==> src/rtl/core/hidp_pkg.sv <==
// ----------------------------------------------------------------------------
// hidp_pkg
// Shared types and codes for the HID descriptor item parser.
// ----------------------------------------------------------------------------
package hidp_pkg;

	localparam int MAX_USAGES_DEF = 32;

	// item tag/type codes (key & 0xFC)
	localparam logic [7:0] TAG_MASK    = 8'hFC;
	localparam logic [7:0] TAG_PAGE    = 8'h04;
	localparam logic [7:0] TAG_USAGE   = 8'h08;
	localparam logic [7:0] TAG_RSIZE   = 8'h74;
	localparam logic [7:0] TAG_RCOUNT  = 8'h94;
	localparam logic [7:0] TAG_INPUT   = 8'h80;
	localparam logic [7:0] TAG_OUTPUT  = 8'h90;
	localparam logic [7:0] TAG_FEATURE = 8'hB0;
	localparam logic [7:0] TAG_RID     = 8'h84;
	localparam logic [7:0] TAG_UMIN    = 8'h18;
	localparam logic [7:0] TAG_UMAX    = 8'h28;
	localparam logic [7:0] TAG_LMAX    = 8'h24;

	// result kinds
	localparam logic [1:0] KIND_FIELD   = 2'd0;
	localparam logic [1:0] KIND_USAGE   = 2'd1;
	localparam logic [1:0] KIND_SUMMARY = 2'd2;

	typedef struct packed {
		logic [1:0]  kind;
		logic [31:0] word_a;
		logic [31:0] word_b;
		logic [32:0] word_c;
		logic        var_flag;
		logic [15:0] page;
		logic [15:0] usage_value;
		logic [5:0]  usage_count;
		logic [8:0]  distinct_ids;
		logic        usages_truncated;
		logic        last;
	} rec_t;

	typedef struct packed {
		logic accept;
		logic exec;
		logic mul;
		logic acc;
		logic push_field;
		logic push_usage;
		logic fill;
		logic push_sum;
	} cmd_t;

	typedef struct packed {
		logic item_done;
		logic end_in;
		logic end_q;
		logic is_io;
		logic is_input;
		logic is_range;
		logic out_free;
		logic has_usages;
		logic usage_last;
		logic fill_busy;
	} status_t;

endpackage

==> src/rtl/core/hidp_if.sv <==
// ----------------------------------------------------------------------------
// hidp_desc_if / hidp_rec_if
// Valid/ready channels for descriptor bytes in and parse records out.
// ----------------------------------------------------------------------------
interface hidp_desc_if;
	logic       valid;
	logic       ready;
	logic [7:0] desc_byte;
	logic       end_of_desc;

	modport source (output valid, output desc_byte, output end_of_desc, input ready);
	modport sink (input valid, input desc_byte, input end_of_desc, output ready);
endinterface

interface hidp_rec_if;
	logic        valid;
	logic        ready;
	logic [1:0]  kind;
	logic [31:0] word_a;
	logic [31:0] word_b;
	logic [32:0] word_c;
	logic        var_flag;
	logic [15:0] page;
	logic [15:0] usage_value;
	logic [5:0]  usage_count;
	logic [8:0]  distinct_ids;
	logic        usages_truncated;
	logic        last;

	modport source (output valid, output kind, output word_a, output word_b, output word_c,
		output var_flag, output page, output usage_value, output usage_count,
		output distinct_ids, output usages_truncated, output last, input ready);
	modport sink (input valid, input kind, input word_a, input word_b, input word_c,
		input var_flag, input page, input usage_value, input usage_count,
		input distinct_ids, input usages_truncated, input last, output ready);
endinterface

==> src/rtl/core/hidp_ctrl.sv <==
// ----------------------------------------------------------------------------
// hidp_ctrl
// Sequencer: byte accept, item execute, totals, record emission, summary.
// ----------------------------------------------------------------------------
module hidp_ctrl (
	input  logic              clk,
	input  logic              arst_n,
	input  logic              in_valid,
	output logic              in_ready,
	input  hidp_pkg::status_t st,
	output hidp_pkg::cmd_t    cmd
);
	import hidp_pkg::*;

	localparam logic [2:0] S_IDLE  = 3'd0;
	localparam logic [2:0] S_EXEC  = 3'd1;
	localparam logic [2:0] S_MUL   = 3'd2;
	localparam logic [2:0] S_ACC   = 3'd3;
	localparam logic [2:0] S_FIELD = 3'd4;
	localparam logic [2:0] S_USAGE = 3'd5;
	localparam logic [2:0] S_FILL  = 3'd6;
	localparam logic [2:0] S_SUM   = 3'd7;

	logic [2:0] state_q, state_d;
	logic [2:0] post;

	assign post = st.end_q ? S_SUM : S_IDLE;
	assign in_ready = (state_q == S_IDLE);

	always_comb begin
		state_d = state_q;
		cmd = '0;
		unique case (state_q)
			S_IDLE: begin
				if (in_valid) begin
					cmd.accept = 1'b1;
					if (st.item_done) state_d = S_EXEC;
					else if (st.end_in) state_d = S_SUM;
				end
			end
			S_EXEC: begin
				cmd.exec = 1'b1;
				if (st.is_io) state_d = S_MUL;
				else if (st.is_range) state_d = S_FILL;
				else state_d = post;
			end
			S_MUL: begin
				cmd.mul = 1'b1;
				state_d = S_ACC;
			end
			S_ACC: begin
				cmd.acc = 1'b1;
				state_d = st.is_input ? S_FIELD : post;
			end
			S_FIELD: begin
				if (st.out_free) begin
					cmd.push_field = 1'b1;
					state_d = st.has_usages ? S_USAGE : post;
				end
			end
			S_USAGE: begin
				if (st.out_free) begin
					cmd.push_usage = 1'b1;
					if (st.usage_last) state_d = post;
				end
			end
			S_FILL: begin
				cmd.fill = 1'b1;
				if (!st.fill_busy) state_d = post;
			end
			S_SUM: begin
				if (st.out_free) begin
					cmd.push_sum = 1'b1;
					state_d = S_IDLE;
				end
			end
			default: state_d = S_IDLE;
		endcase
	end

	always_ff @(posedge clk or negedge arst_n) begin
		if (!arst_n) state_q <= S_IDLE;
		else state_q <= state_d;
	end

endmodule

==> src/rtl/core/hidp_dp.sv <==
// ----------------------------------------------------------------------------
// hidp_dp
// Datapath: byte framing, parser state, usage store, report-id map, totals
// and the output record register.
// ----------------------------------------------------------------------------
module hidp_dp #(
	parameter int MAX_USAGES = hidp_pkg::MAX_USAGES_DEF
) (
	input  logic              clk,
	input  logic              arst_n,
	input  logic [7:0]        desc_byte,
	input  logic              end_of_desc,
	input  hidp_pkg::cmd_t    cmd,
	output hidp_pkg::status_t st,
	output logic              rec_valid,
	input  logic              rec_ready,
	output hidp_pkg::rec_t    rec
);
	import hidp_pkg::*;

	localparam int AW = (MAX_USAGES > 1) ? $clog2(MAX_USAGES) : 1;
	localparam int FW = $clog2(MAX_USAGES + 1);
	localparam logic [FW-1:0] MAX_F = FW'(MAX_USAGES);

	localparam logic [1:0] PH_KEY   = 2'd0;
	localparam logic [1:0] PH_LLEN  = 2'd1;
	localparam logic [1:0] PH_LSKIP = 2'd2;
	localparam logic [1:0] PH_DATA  = 2'd3;

	// framing
	logic [1:0]  phase_q;
	logic [7:0]  key_q;
	logic [8:0]  left_q;
	logic [31:0] word_q;
	logic [2:0]  pos_q;
	logic [2:0]  len_q;
	logic        end_q;

	// parser state
	logic [15:0] page_q, first_page_q, first_usage_q;
	logic [31:0] size_q, count_q, rstart_q, ltop_q;
	logic [31:0] in_tot_q, out_tot_q, feat_tot_q;
	logic [FW-1:0] fill_q;
	logic        ovf_q;
	logic [255:0] id_map_q;
	logic [8:0]  ids_q;

	// range fill / emission
	logic [FW-1:0] fleft_q;
	logic [15:0]   fval_q;
	logic [AW-1:0] eidx_q, rd_addr;
	logic [15:0]   rdata_q;
	logic [31:0]   prod_s1;
	logic [15:0]   mem [MAX_USAGES];

	logic        out_valid_q;
	rec_t        rec_q;

	// byte decode
	logic [1:0]  code;
	logic        long_key;
	logic [8:0]  left_dec;
	logic        item_done;
	logic [7:0]  tag;
	logic [31:0] val;
	logic [15:0] u_id, u_pg;
	logic [31:0] span, room;
	logic        push_req;
	logic [15:0] push_val;
	logic        mem_we;
	logic        out_free;
	logic        usage_last;
	logic [31:0] sum_a, sum_b, sum_c;

	assign code     = desc_byte[1:0];
	assign long_key = (desc_byte[7:4] == 4'hF) && !end_of_desc;
	assign left_dec = left_q - {8'd0, (left_q != 9'd0)};

	always_comb begin
		item_done = 1'b0;
		case (phase_q)
			PH_KEY:  item_done = !long_key && ((code == 2'd0) || end_of_desc);
			PH_DATA: item_done = (left_dec == 9'd0) || end_of_desc;
			default: item_done = 1'b0;
		endcase
	end

	assign tag = key_q & TAG_MASK;
	assign val = ({1'b0, pos_q} >= {1'b0, len_q}) ? word_q : 32'd0;
	assign u_pg = (pos_q >= 3'd4) ? word_q[31:16] : 16'd0;
	assign u_id = (len_q == 3'd4) ? ((pos_q >= 3'd2) ? word_q[15:0] : 16'd0) : val[15:0];
	assign span = val + 32'd1 - rstart_q;
	assign room = 32'(MAX_USAGES) - 32'(fill_q);

	always_comb begin
		push_req = 1'b0;
		push_val = fval_q;
		if (cmd.exec && (tag == TAG_USAGE) && (first_usage_q != 16'd0)) begin
			push_req = 1'b1;
			push_val = u_id;
		end else if (cmd.fill && (fleft_q != '0)) begin
			push_req = 1'b1;
		end
	end
	assign mem_we = push_req && (fill_q < MAX_F);

	assign out_free   = !out_valid_q || rec_ready;
	assign usage_last = (FW'(eidx_q) + FW'(1)) == fill_q;

	assign sum_a = ((in_tot_q + 32'd7) >> 3) + 32'd1;
	assign sum_b = ((out_tot_q + 32'd7) >> 3) + 32'd1;
	assign sum_c = ((feat_tot_q + 32'd7) >> 3) + 32'd1;

	always_ff @(posedge clk or negedge arst_n) begin
		if (!arst_n) begin
			phase_q <= PH_KEY; key_q <= '0; left_q <= '0; word_q <= '0;
			pos_q <= '0; len_q <= '0; end_q <= 1'b0;
			page_q <= '0; first_page_q <= '0; first_usage_q <= '0;
			size_q <= '0; count_q <= '0; rstart_q <= '0; ltop_q <= '0;
			in_tot_q <= '0; out_tot_q <= '0; feat_tot_q <= '0;
			fill_q <= '0; ovf_q <= 1'b0; id_map_q <= '0; ids_q <= '0;
			fleft_q <= '0; fval_q <= '0;
		end else if (cmd.push_sum) begin
			// end of descriptor: back to reset state
			phase_q <= PH_KEY; key_q <= '0; left_q <= '0; word_q <= '0;
			pos_q <= '0; len_q <= '0; end_q <= 1'b0;
			page_q <= '0; first_page_q <= '0; first_usage_q <= '0;
			size_q <= '0; count_q <= '0; rstart_q <= '0; ltop_q <= '0;
			in_tot_q <= '0; out_tot_q <= '0; feat_tot_q <= '0;
			fill_q <= '0; ovf_q <= 1'b0; id_map_q <= '0; ids_q <= '0;
			fleft_q <= '0; fval_q <= '0;
		end else begin
			if (cmd.accept) begin
				end_q <= end_of_desc;
				case (phase_q)
					PH_KEY: begin
						key_q  <= desc_byte;
						word_q <= '0;
						pos_q  <= '0;
						if (long_key) begin
							phase_q <= PH_LLEN;
						end else begin
							len_q <= (code == 2'd3) ? 3'd4 : {1'b0, code};
							if ((code == 2'd0) || end_of_desc) begin
								phase_q <= PH_KEY;
							end else begin
								left_q  <= (code == 2'd3) ? 9'd4 : {7'd0, code};
								phase_q <= PH_DATA;
							end
						end
					end
					PH_LLEN: begin
						left_q  <= {1'b0, desc_byte} + 9'd1;
						phase_q <= PH_LSKIP;
					end
					PH_LSKIP: begin
						left_q <= left_dec;
						if (left_dec == 9'd0) phase_q <= PH_KEY;
					end
					PH_DATA: begin
						if (pos_q < 3'd4)
							word_q <= word_q | ({24'd0, desc_byte} << {pos_q[1:0], 3'b000});
						pos_q  <= pos_q + 3'd1;
						left_q <= left_dec;
						if (item_done) phase_q <= PH_KEY;
					end
					default: phase_q <= PH_KEY;
				endcase
			end

			if (cmd.exec) begin
				case (tag)
					TAG_PAGE: begin
						page_q <= val[15:0];
						if (first_page_q == 16'd0) first_page_q <= val[15:0];
					end
					TAG_USAGE: begin
						if (len_q == 3'd4) begin
							page_q <= u_pg;
							if (first_page_q == 16'd0) first_page_q <= u_pg;
						end
						if (first_usage_q == 16'd0) first_usage_q <= u_id;
					end
					TAG_RSIZE:  size_q <= val;
					TAG_RCOUNT: count_q <= val;
					TAG_LMAX:   ltop_q <= val;
					TAG_UMIN:   rstart_q <= val;
					TAG_INPUT: begin
						if (!val[1]) begin
							fill_q <= '0;
							ovf_q  <= 1'b0;
						end
					end
					TAG_OUTPUT, TAG_FEATURE: begin
						fill_q <= '0;
						ovf_q  <= 1'b0;
					end
					TAG_RID: begin
						if (!id_map_q[val[7:0]]) begin
							id_map_q[val[7:0]] <= 1'b1;
							ids_q <= ids_q + 9'd1;
						end
					end
					TAG_UMAX: begin
						fval_q <= rstart_q[15:0];
						if (span == 32'd0) begin
							fleft_q <= '0;
						end else begin
							fleft_q <= (span < room) ? FW'(span) : FW'(room);
							if (span > room) ovf_q <= 1'b1;
						end
					end
					default: ;
				endcase
			end

			if (cmd.fill && (fleft_q != '0)) begin
				fleft_q <= fleft_q - FW'(1);
				fval_q  <= fval_q + 16'd1;
			end

			if (push_req) begin
				if (fill_q < MAX_F) fill_q <= fill_q + FW'(1);
				else ovf_q <= 1'b1;
			end

			if (cmd.acc) begin
				case (tag)
					TAG_INPUT:   in_tot_q <= in_tot_q + prod_s1;
					TAG_OUTPUT:  out_tot_q <= out_tot_q + prod_s1;
					TAG_FEATURE: feat_tot_q <= feat_tot_q + prod_s1;
					default: ;
				endcase
			end

			// list clears once the field's usages are out
			if ((cmd.push_field && (fill_q == '0)) || (cmd.push_usage && usage_last)) begin
				fill_q <= '0;
				ovf_q  <= 1'b0;
			end
		end
	end

	always_ff @(posedge clk) begin
		if (cmd.mul) prod_s1 <= size_q * count_q;
	end

	// usage store
	always_comb begin
		if (cmd.push_field) rd_addr = '0;
		else if (cmd.push_usage) rd_addr = eidx_q + AW'(1);
		else rd_addr = eidx_q;
	end

	always_ff @(posedge clk) begin
		if (mem_we) mem[fill_q[AW-1:0]] <= push_val;
		rdata_q <= mem[rd_addr];
		eidx_q  <= rd_addr;
	end

	// output record register
	always_ff @(posedge clk or negedge arst_n) begin
		if (!arst_n) out_valid_q <= 1'b0;
		else if (cmd.push_field || cmd.push_usage || cmd.push_sum) out_valid_q <= 1'b1;
		else if (rec_ready) out_valid_q <= 1'b0;
	end

	always_ff @(posedge clk) begin
		if (cmd.push_field) begin
			rec_q <= '0;
			rec_q.kind <= KIND_FIELD;
			rec_q.word_a <= size_q;
			rec_q.word_b <= count_q;
			rec_q.word_c <= {1'b0, ltop_q} + {32'd0, val[6]};
			rec_q.var_flag <= val[1];
			rec_q.page <= page_q;
			rec_q.usage_count <= 6'(fill_q);
			rec_q.usages_truncated <= ovf_q;
			rec_q.last <= !end_q && (fill_q == '0);
		end else if (cmd.push_usage) begin
			rec_q <= '0;
			rec_q.kind <= KIND_USAGE;
			rec_q.usage_value <= rdata_q;
			rec_q.last <= !end_q && usage_last;
		end else if (cmd.push_sum) begin
			rec_q <= '0;
			rec_q.kind <= KIND_SUMMARY;
			rec_q.word_a <= sum_a;
			rec_q.word_b <= sum_b;
			rec_q.word_c <= {1'b0, sum_c};
			rec_q.page <= first_page_q;
			rec_q.usage_value <= first_usage_q;
			rec_q.distinct_ids <= ids_q;
			rec_q.last <= 1'b1;
		end
	end

	assign rec_valid = out_valid_q;
	assign rec = rec_q;

	always_comb begin
		st.item_done  = item_done;
		st.end_in     = end_of_desc;
		st.end_q      = end_q;
		st.is_io      = (tag == TAG_INPUT) || (tag == TAG_OUTPUT) || (tag == TAG_FEATURE);
		st.is_input   = (tag == TAG_INPUT);
		st.is_range   = (tag == TAG_UMAX);
		st.out_free   = out_free;
		st.has_usages = (fill_q != '0);
		st.usage_last = usage_last;
		st.fill_busy  = (fleft_q != '0);
	end

endmodule

==> src/rtl/core/hid_descriptor_item_parser_core.sv <==
// ----------------------------------------------------------------------------
// hid_descriptor_item_parser_core
// HID report descriptor parser: bytes in, field/usage/summary records out.
// ----------------------------------------------------------------------------
// One descriptor byte is taken per handshake. A byte that completes an item
// is accepted and then executed; Input, Output and Feature then run the
// size*count multiply and the total update, and a Usage Maximum runs the
// range fill, which adds its usages one at a time (the store has one write
// port). Records are emitted after that (a field record on Input, then one
// usage record per stored usage read from the store, then the summary on
// the last byte), each record waiting while the output register is held.
// New bytes are refused while a sequence runs; a waiting output record does
// not block bytes that produce no record. The end-of-descriptor summary
// clears all parser state, the report-id map included, in the same cycle
// it is loaded.
// ----------------------------------------------------------------------------
module hid_descriptor_item_parser_core #(
	parameter int MAX_USAGES = hidp_pkg::MAX_USAGES_DEF
) (
	input logic         clk,
	input logic         arst_n,
	hidp_desc_if.sink   desc,
	hidp_rec_if.source  rec
);
	import hidp_pkg::*;

	cmd_t    cmd;
	status_t st;
	rec_t    rec_d;
	logic    rec_valid;

	// sequencer
	hidp_ctrl u_ctrl (
		.clk      (clk),
		.arst_n   (arst_n),
		.in_valid (desc.valid),
		.in_ready (desc.ready),
		.st       (st),
		.cmd      (cmd)
	);

	// parser state, usage store and output register
	hidp_dp #(.MAX_USAGES(MAX_USAGES)) u_dp (
		.clk         (clk),
		.arst_n      (arst_n),
		.desc_byte   (desc.desc_byte),
		.end_of_desc (desc.end_of_desc),
		.cmd         (cmd),
		.st          (st),
		.rec_valid   (rec_valid),
		.rec_ready   (rec.ready),
		.rec         (rec_d)
	);

	assign rec.valid            = rec_valid;
	assign rec.kind             = rec_d.kind;
	assign rec.word_a           = rec_d.word_a;
	assign rec.word_b           = rec_d.word_b;
	assign rec.word_c           = rec_d.word_c;
	assign rec.var_flag         = rec_d.var_flag;
	assign rec.page             = rec_d.page;
	assign rec.usage_value      = rec_d.usage_value;
	assign rec.usage_count      = rec_d.usage_count;
	assign rec.distinct_ids     = rec_d.distinct_ids;
	assign rec.usages_truncated = rec_d.usages_truncated;
	assign rec.last             = rec_d.last;

endmodule

==> src/flat_wrapper.sv <==
// flat-port wrapper written by rule: the top's interface ports become plain ports
module hid_descriptor_item_parser_core_flat import hidp_pkg::*;
#(
	parameter int MAX_USAGES = hidp_pkg::MAX_USAGES_DEF
)
  (clk, arst_n, desc_valid, desc_desc_byte, desc_end_of_desc, desc_ready, rec_valid, rec_kind, rec_word_a, rec_word_b, rec_word_c, rec_var_flag, rec_page, rec_usage_value, rec_usage_count, rec_distinct_ids, rec_usages_truncated, rec_last, rec_ready);
  hidp_desc_if desc_i ();
  hidp_rec_if rec_i ();
  input logic clk;
  input logic arst_n;
  input wire logic [$bits(desc_i.valid)-1:0] desc_valid;
  input wire logic [$bits(desc_i.desc_byte)-1:0] desc_desc_byte;
  input wire logic [$bits(desc_i.end_of_desc)-1:0] desc_end_of_desc;
  output wire logic [$bits(desc_i.ready)-1:0] desc_ready;
  output wire logic [$bits(rec_i.valid)-1:0] rec_valid;
  output wire logic [$bits(rec_i.kind)-1:0] rec_kind;
  output wire logic [$bits(rec_i.word_a)-1:0] rec_word_a;
  output wire logic [$bits(rec_i.word_b)-1:0] rec_word_b;
  output wire logic [$bits(rec_i.word_c)-1:0] rec_word_c;
  output wire logic [$bits(rec_i.var_flag)-1:0] rec_var_flag;
  output wire logic [$bits(rec_i.page)-1:0] rec_page;
  output wire logic [$bits(rec_i.usage_value)-1:0] rec_usage_value;
  output wire logic [$bits(rec_i.usage_count)-1:0] rec_usage_count;
  output wire logic [$bits(rec_i.distinct_ids)-1:0] rec_distinct_ids;
  output wire logic [$bits(rec_i.usages_truncated)-1:0] rec_usages_truncated;
  output wire logic [$bits(rec_i.last)-1:0] rec_last;
  input wire logic [$bits(rec_i.ready)-1:0] rec_ready;
  assign desc_i.valid = desc_valid;
  assign desc_i.desc_byte = desc_desc_byte;
  assign desc_i.end_of_desc = desc_end_of_desc;
  assign desc_ready = desc_i.ready;
  assign rec_valid = rec_i.valid;
  assign rec_kind = rec_i.kind;
  assign rec_word_a = rec_i.word_a;
  assign rec_word_b = rec_i.word_b;
  assign rec_word_c = rec_i.word_c;
  assign rec_var_flag = rec_i.var_flag;
  assign rec_page = rec_i.page;
  assign rec_usage_value = rec_i.usage_value;
  assign rec_usage_count = rec_i.usage_count;
  assign rec_distinct_ids = rec_i.distinct_ids;
  assign rec_usages_truncated = rec_i.usages_truncated;
  assign rec_last = rec_i.last;
  assign rec_i.ready = rec_ready;
  hid_descriptor_item_parser_core #(.MAX_USAGES(MAX_USAGES)) u_core (.clk(clk), .arst_n(arst_n), .desc(desc_i), .rec(rec_i));
endmodule
==> config.mk <==
export PLATFORM = sky130hd
export DESIGN_NAME = hid_descriptor_item_parser_core_flat
export DESIGN_NICKNAME = d
export VERILOG_FILES = /design/src/rtl/core/hidp_pkg.sv /design/src/rtl/core/hidp_if.sv /design/src/rtl/core/hidp_ctrl.sv /design/src/rtl/core/hidp_dp.sv /design/src/rtl/core/hid_descriptor_item_parser_core.sv /design/src/flat_wrapper.sv
export SDC_FILE = /design/constraint.sdc
export NUM_CORES = 2
export LEC_CHECK = 0
export BUFFER_PORTS_ARGS = -buffer_cell sky130_fd_sc_hd__buf_2
export CAP_MARGIN = 25
export CORE_MARGIN = 2
export CORE_UTILIZATION = 55
export CTS_CLUSTER_DIAMETER = 120
export DETAILED_ROUTE_END_ITERATION = 10
export GPL_ROUTABILITY_DRIVEN = 0
export HOLD_SLACK_MARGIN = 0.15
export PLACE_DENSITY = 0.68
export SLEW_MARGIN = 20
export SYNTH_ARGS = -nofsm -noshare
export SYNTH_HDL_FRONTEND = slang
export SYNTH_HIERARCHICAL = 1
export SYNTH_SLANG_ARGS = --single-unit
==> constraint.sdc <==
create_clock -name clk -period 8.7 [get_ports clk]
set_input_delay 1.74 -clock clk [delete_from_list [all_inputs] [get_ports clk]]
set_output_delay 1.74 -clock clk [all_outputs]
set_load 0.005 [all_outputs]
[Word level (Yosys, flattened, before mapping)]
Memories as Yosys holds them, arrays and structs flattened. A register that Yosys moved wholly into a read port is not among the register bits.
Cells that the tools add are included.
Widths: inputs -> output; s select.
Word-level totals
  register bits: 814
  memory bits (writable): 512
  bits of input ports: 13
  logic and storage cells: 339
  memories kept: 1
Memories
  u_core.u_dp.mem: depth 32, bits a word 16, read ports 1, clocked after memory_dff 1, write ports 1, RTL line hidp_dp.sv:54  | logic [15:0] mem [MAX_USAGES];
Cells by class
  $add $sub $neg: 22
  $mul: 1
  $lt $le $gt $ge: 9
  equality and inequality tests: 42
  shifts and indexed selects: 1
  mux-type cells: 144
  bitwise logic cells: 2
  reduce and logical (&&, ||, !) cells: 78
Operator list (number)
  $mux 256: 4
  $mux 32: 25
  $mux 16: 20
  $mux 148: 2
  $or 256x256->256: 1
  $mux 147: 1
  $add 32x3->32 const B: 3
  $add 32x32->32: 3
  $add 29x1->30 const B: 3
  $mux 6: 12
  $mux 9: 8
  $pmux 16 s2: 2
  $pmux 32 s2: 1
  $mux 3: 21
  $add 32x1->33: 1
  $add 32x1->32 const B: 1
  $gt 32x32->1: 1
  $logic_not 16->1: 2
  $logic_not 32->1: 1
  $lt 32x32->1: 1
  $mul 32x32->32: 1
  $or 32x32->32: 1
  $reduce_bool 2->1: 16
  $shl 8x5->32: 1
  63 further kinds: 167

[Depth between registers and ports, before layout]
  depth after elaboration: 13
  mapped depth: 37
  gate-level depth less buffers: 32

[By module]
The synthesis kept the hierarchy.
By module, submodules not included
  hidp_dp: instances 1, cells an instance 8128, area an instance 81365.5 um^2, sequential area each 36550.1 um^2
  hidp_ctrl: instances 1, cells an instance 49, area an instance 364.1 um^2, sequential area each 75.1 um^2

[Least setup slack after synthesis]
OpenSTA, ideal clock, no wires.
  path type: register -> register
  start: reg u_core.u_dp.count_q[5]
  end: reg u_core.u_dp.prod_s1[30] (data pin)
  library setup time: 0.262 ns
  arrival: 7.073 ns
  required time: 8.438 ns
  path slack: 1.365 ns
  stages on the path, launching flop included: 29
  buffers on the path: 2
  period minus slack after synthesis: 7.335 ns
  cell sequence: dfrtp_1 -> clkbuf_1 -> clkbuf_1 -> nand2_1 -> fa_1 -> inv_1 -> fa_1 -> inv_1 -> fa_1 -> inv_1 -> fa_1 -> ha_1 -> ha_1 -> inv_1 -> fa_1 -> fa_1 -> inv_1 -> ha_1 -> a21o_1 -> a21o_1 -> a21o_1 -> a221oi_1 -> o31a_1 -> a21oi_1 -> a41o_1 -> o41a_1 -> a21oi_1 -> o21bai_1 -> xor2_1
Between the ends
  longest elaborated chain between the ends: 1
Ends and longest elaborated chain
  start: declaration: RTL line hidp_dp.sv:41  | logic [31:0] size_q, count_q, rstart_q, ltop_q;
  start signal: assignment: RTL line hidp_dp.sv:185  | TAG_RCOUNT: count_q <= val;
  $mul 32x32->32: RTL line hidp_dp.sv:245  | if (cmd.mul) prod_s1 <= size_q * count_q;
  end signal: assignment: RTL line hidp_dp.sv:245
  end: declaration: RTL line hidp_dp.sv:53  | logic [31:0] prod_s1;
Every way passes these cells.
A chain may end at the register's enable or synchronous reset.

[Worst setup path in the final report]
  start: reg u_core.u_dp.size_q[5]
  end: reg u_core.u_dp.prod_s1[30] (data pin)
Between the ends
  longest elaborated chain between the ends: 1
Ends and longest elaborated chain
  start: declaration: RTL line hidp_dp.sv:41
  start signal: assignment: RTL line hidp_dp.sv:184  | TAG_RSIZE: size_q <= val;
  $mul 32x32->32: RTL line hidp_dp.sv:245
Every way passes these cells.

==> flow_summary_export.csv <==
group,metric,value,unit
outcome,status,"finished, final reports clean",
power,leakagePower,0.0389,uW
sta,period_needed,8.07,ns
floorplan,start_util,55.3,%
run,cap_viol_max_count,0,
place,port_buffers,163,
synthesis,synth_fp_nets,8931,
synthesis,syn-cell-area,81700,sq um
floorplan,die_w,389,um
power,clkPwrFrac,23.9,%
clock_tree,postCtsSetupRepairBufs,0,
synthesis,ys_warn_count,6,
synthesis,netlist_instances,8177,
sta,relSlewSlack,28.5,%
critical_path,cp_slowest_cell,"dfrtp_1",
floorplan,coreArea,148000,sq um
final_layout,area_growth_syn_to_layout,9.80,%
power,power,26600,uW
clock_tree,cts_tree,"built",
floorplan,boundaryPins,164,
synthesis,yosys-top-cells-area,"edfxtp_1 (24%), dfrtp_1 (19%), fa_1 (10%), nand2_1 (6.1%), ha_1 (5.0%)",
synthesis,synth-async-reset-ratio,46.7,%
clock_tree,cts.path.max_buffers,3,
global_routing,grt_pass1_wl,374000,um
clock_tree,clk_pin_slew,0.07,ns
place,post-place-cells,9957,
synthesis,ys_types,96,
synthesis,yosysMostFrequentCell,"nand2_1",
synthesis,synth-main-ff-cell,"edfxtp_1",
place,dp_hpwl,167000,um
sta,tightestPinTransition,1.07,ns
clock_tree,clock_sinks,1340,
global_routing,grt_pass1_vias,62067,
hold_path,holdCritPathClass,"flop to flop",
clock_tree,htree_levels,4,
drt,first_pass_iters,8,
critical_path,timing.rr.start,"u_core/u_dp/size_q[5]$_DFFE_PN0P_",
drt,wl_per_cell,23.9,um
critical_path,cp-startpoint,"u_core/u_dp/size_q[5]$_DFFE_PN0P_",
floorplan,die-area,152000,sq um
critical_path,worst_r2r_path_depth,26,
drt,viasPerCell,6.22,
final_layout,layout-drive-gt1-share,8.62,%
critical_path,end_kind,"flop",
global_routing,grt.total_usage,32.1,%
critical_path,crit_required,9.24,ns
synthesis,yosysSeqAreaShare,44.8,%
drt,vias,63537,
sta,fmax,0.124,GHz
critical_path,ff2ff_setup_slack,0.63,ns
synthesis,synth_common_cells,"nand2_1 (1321), nor2_1 (670), edfxtp_1 (666), inv_1 (639), dfrtp_1 (626)",
drt,antenna_left,0,
final_layout,final_net_count,8930,
global_routing,grt-ovfl-total,0,
floorplan,dieHeight,389,um
sta,setup-tns-final,0,ns
sta,final-setup-viol-count,0,
clock_tree,cts_buffers,144,
drt,drt_iter0_markers,6974,
synthesis,synth_edf_count,666,
drt,drc,0,
sta,rsz0062_at_grt,"no",
power,p_switching,11400,uW
synthesis,synth_top_area_cell,"edfxtp_1",
clock_tree,clock_latency,0.81,ns
sta,hold_viol_final,0,
sta,whs,0.466,ns
sta,clock-skew-final,0.0607,ns
power,seqPwrFrac,32.5,%
synthesis,synth.top_cell.area_share,24.5,%
global_routing,antenna_found_initial,9,
critical_path,cp-start-kind,"flop",
critical_path,crit_family,"adder cells",
power,share_comb_of_total_power,43.7,%
clock_tree,cts_hold_buf,0,
critical_path,path_depth,26,
drt,wl,244000,um
critical_path,worstPathArrival,8.61,ns
clock_tree,cts_resized,0,
critical_path,critPathBufInv,5,
critical_path,path_class,"flop to flop",
synthesis,synth.ff_latch_count,1340,
power,swShare,42.7,%
clock_tree,ctsRootBufferMaster,"clkbuf_16",
sta,finalCritPeriodShare,92.8,%
sta,drv_slew,0,
critical_path,crit_end,"u_core/u_dp/prod_s1[30]$_DFFE_PP_",
critical_path,cp_max_fo,21,
final_layout,instances_no_fill,10223,
power,power_density,296,nW/um^2
global_routing,grt_max_degree,179,
floorplan,rows,141,
critical_path,cpPeakStageDelay,0.96,ns
power,ir_worst_vdd,0.282,mV
critical_path,reg2reg_to,"u_core/u_dp/prod_s1[30]$_DFFE_PP_",
critical_path,crit_top_cell,"fa_1",
synthesis,avgSynthCellArea,10.0,sq um
power,p_int,15200,uW
[layer usage]
metal	global-route usage [%]	part of all wire (%)	up-vias
met5	0	0.0041	-
met4	16.3	5.5	2
met3	6.40	9.2	708
met2	49.7	46	3127
met1	43.3	40	31531
li1	-	-	28169
[area by class of cell]
| class | count | area [sq um] |
|---|---|---|
| flip-flops and latches | 1340 | 36600 |
| clock buffers | 191 | 3930 |
| multi-input cells | 5684 | 40900 |
| clock inverters | 70 | 956 |
| diodes | 2 | 5.00 |
| fillers | 11959 | 57900 |
| repair buffers | 365 | 2470 |
| well taps | 1930 | 2410 |
| inverters | 641 | 2420 |
[kinds of logic after synthesis]
kind of cell | share of synthesized area [%]
and+or+nand+nor | 15.9
adders and majority gates | 15.2
xor gates and xnor gates | 3.71
muxes | 2.09
buffers and inverters | 5.43
AOI/OAI and AO/OA | 12.9
DFF | 44.8
[registers in the layout (all words and copies together), names as in the netlist, 32 cells and up]
name and cells:
u_core/u_dp/id_map_q 256, u_core/u_dp/prod_s1 32, u_core/u_dp/ltop_q 32, u_core/u_dp/feat_tot_q 32, u_core/u_dp/word_q 32, u_core/u_dp/mem 512
u_core/u_dp/rec 149, u_core/u_dp/count_q 32, u_core/u_dp/in_tot_q 32, u_core/u_dp/rstart_q 32, u_core/u_dp/out_tot_q 32, u_core/u_dp/size_q 32
[cells in the final DEF (no fill, tap or decap), drive strengths merged, types with 38 or more instances in the layout]
master   Yosys  layout
nor2b       43      43
a21o        61      61
a22o        83      83
nand2     1321    1321
inv        641     647
o31ai       44      44
dfxtp       48      48
buf         83     365
a311oi     120     120
dfrtp      626     626
fa         412     412
clkinv       0      47
o21ai      292     292
and2       207     207
nor3        76      76
nand2b      47      47
xnor2      217     217
a21oi      411     411
clkbuf     429     191
and3       116     116
nand3      242     242
ha         329     329
mux2i       81      81
edfxtp     666     666
a211oi      38      38
nor2       671     671
xor2       129     129
o2bb2ai    183     183
a31oi       51      51
nand4       58      58
[power groups by stage]
stage	clock, uW	sequential [uW]	combinational [uW]
after floorplan	0	8330	7840
after global placement	0	8700	11100
after detailed placement	0	8720	11300
after CTS	6420	8600	11400
after global routing	6660	8710	12600
final	6340	8630	11600
[worst min-delay path, delay by kind of cell, from the launching register on]
kind | cells | cell delay [ns]
DFF | 1 | 0.32
and+or+nand+nor | 2 | 0.11
[per-stage QoR]
stage	util (%)	setup WS [ns]	cell area, sq um
2_1_floorplan	-	1.36	81700
3_3_place_gp	57.4	0.828	84700
3_5_place_dp	57.4	0.665	84800
4_1_cts	60.7	0.687	89700
5_1_grt	60.8	0.405	89700
6_report	60.8	0.627	89700
[how the worst min path moves through the flow]
stage / depth (start not counted) / startpoint / slack (ns) / endpoint
floorplan: 2 / u_core/u_dp/rdata_q[0]$_DFF_P_ / 0.44 / u_core/u_dp/rec[17]$_SDFFE_PP0P_
global placement: 2 / u_core/u_dp/rec[148]$_SDFFE_PP0P_ / 0.44 / u_core/u_dp/rec[148]$_SDFFE_PP0P_
detailed placement: 2 / u_core/u_dp/rdata_q[13]$_DFF_P_ / 0.46 / u_core/u_dp/rec[30]$_SDFFE_PP0P_
CTS: 2 / u_core/u_dp/rec[148]$_SDFFE_PP0P_ / 0.47 / u_core/u_dp/rec[148]$_SDFFE_PP0P_
global route: 1 / u_core/u_dp/id_map_q[102]$_DFFE_PN0P_ / 0.49 / u_core/u_dp/id_map_q[102]$_DFFE_PN0P_
finish: 2 / u_core/u_dp/rec[148]$_SDFFE_PP0P_ / 0.47 / u_core/u_dp/rec[148]$_SDFFE_PP0P_
Note: power is estimated with default switching activity, not from simulation.
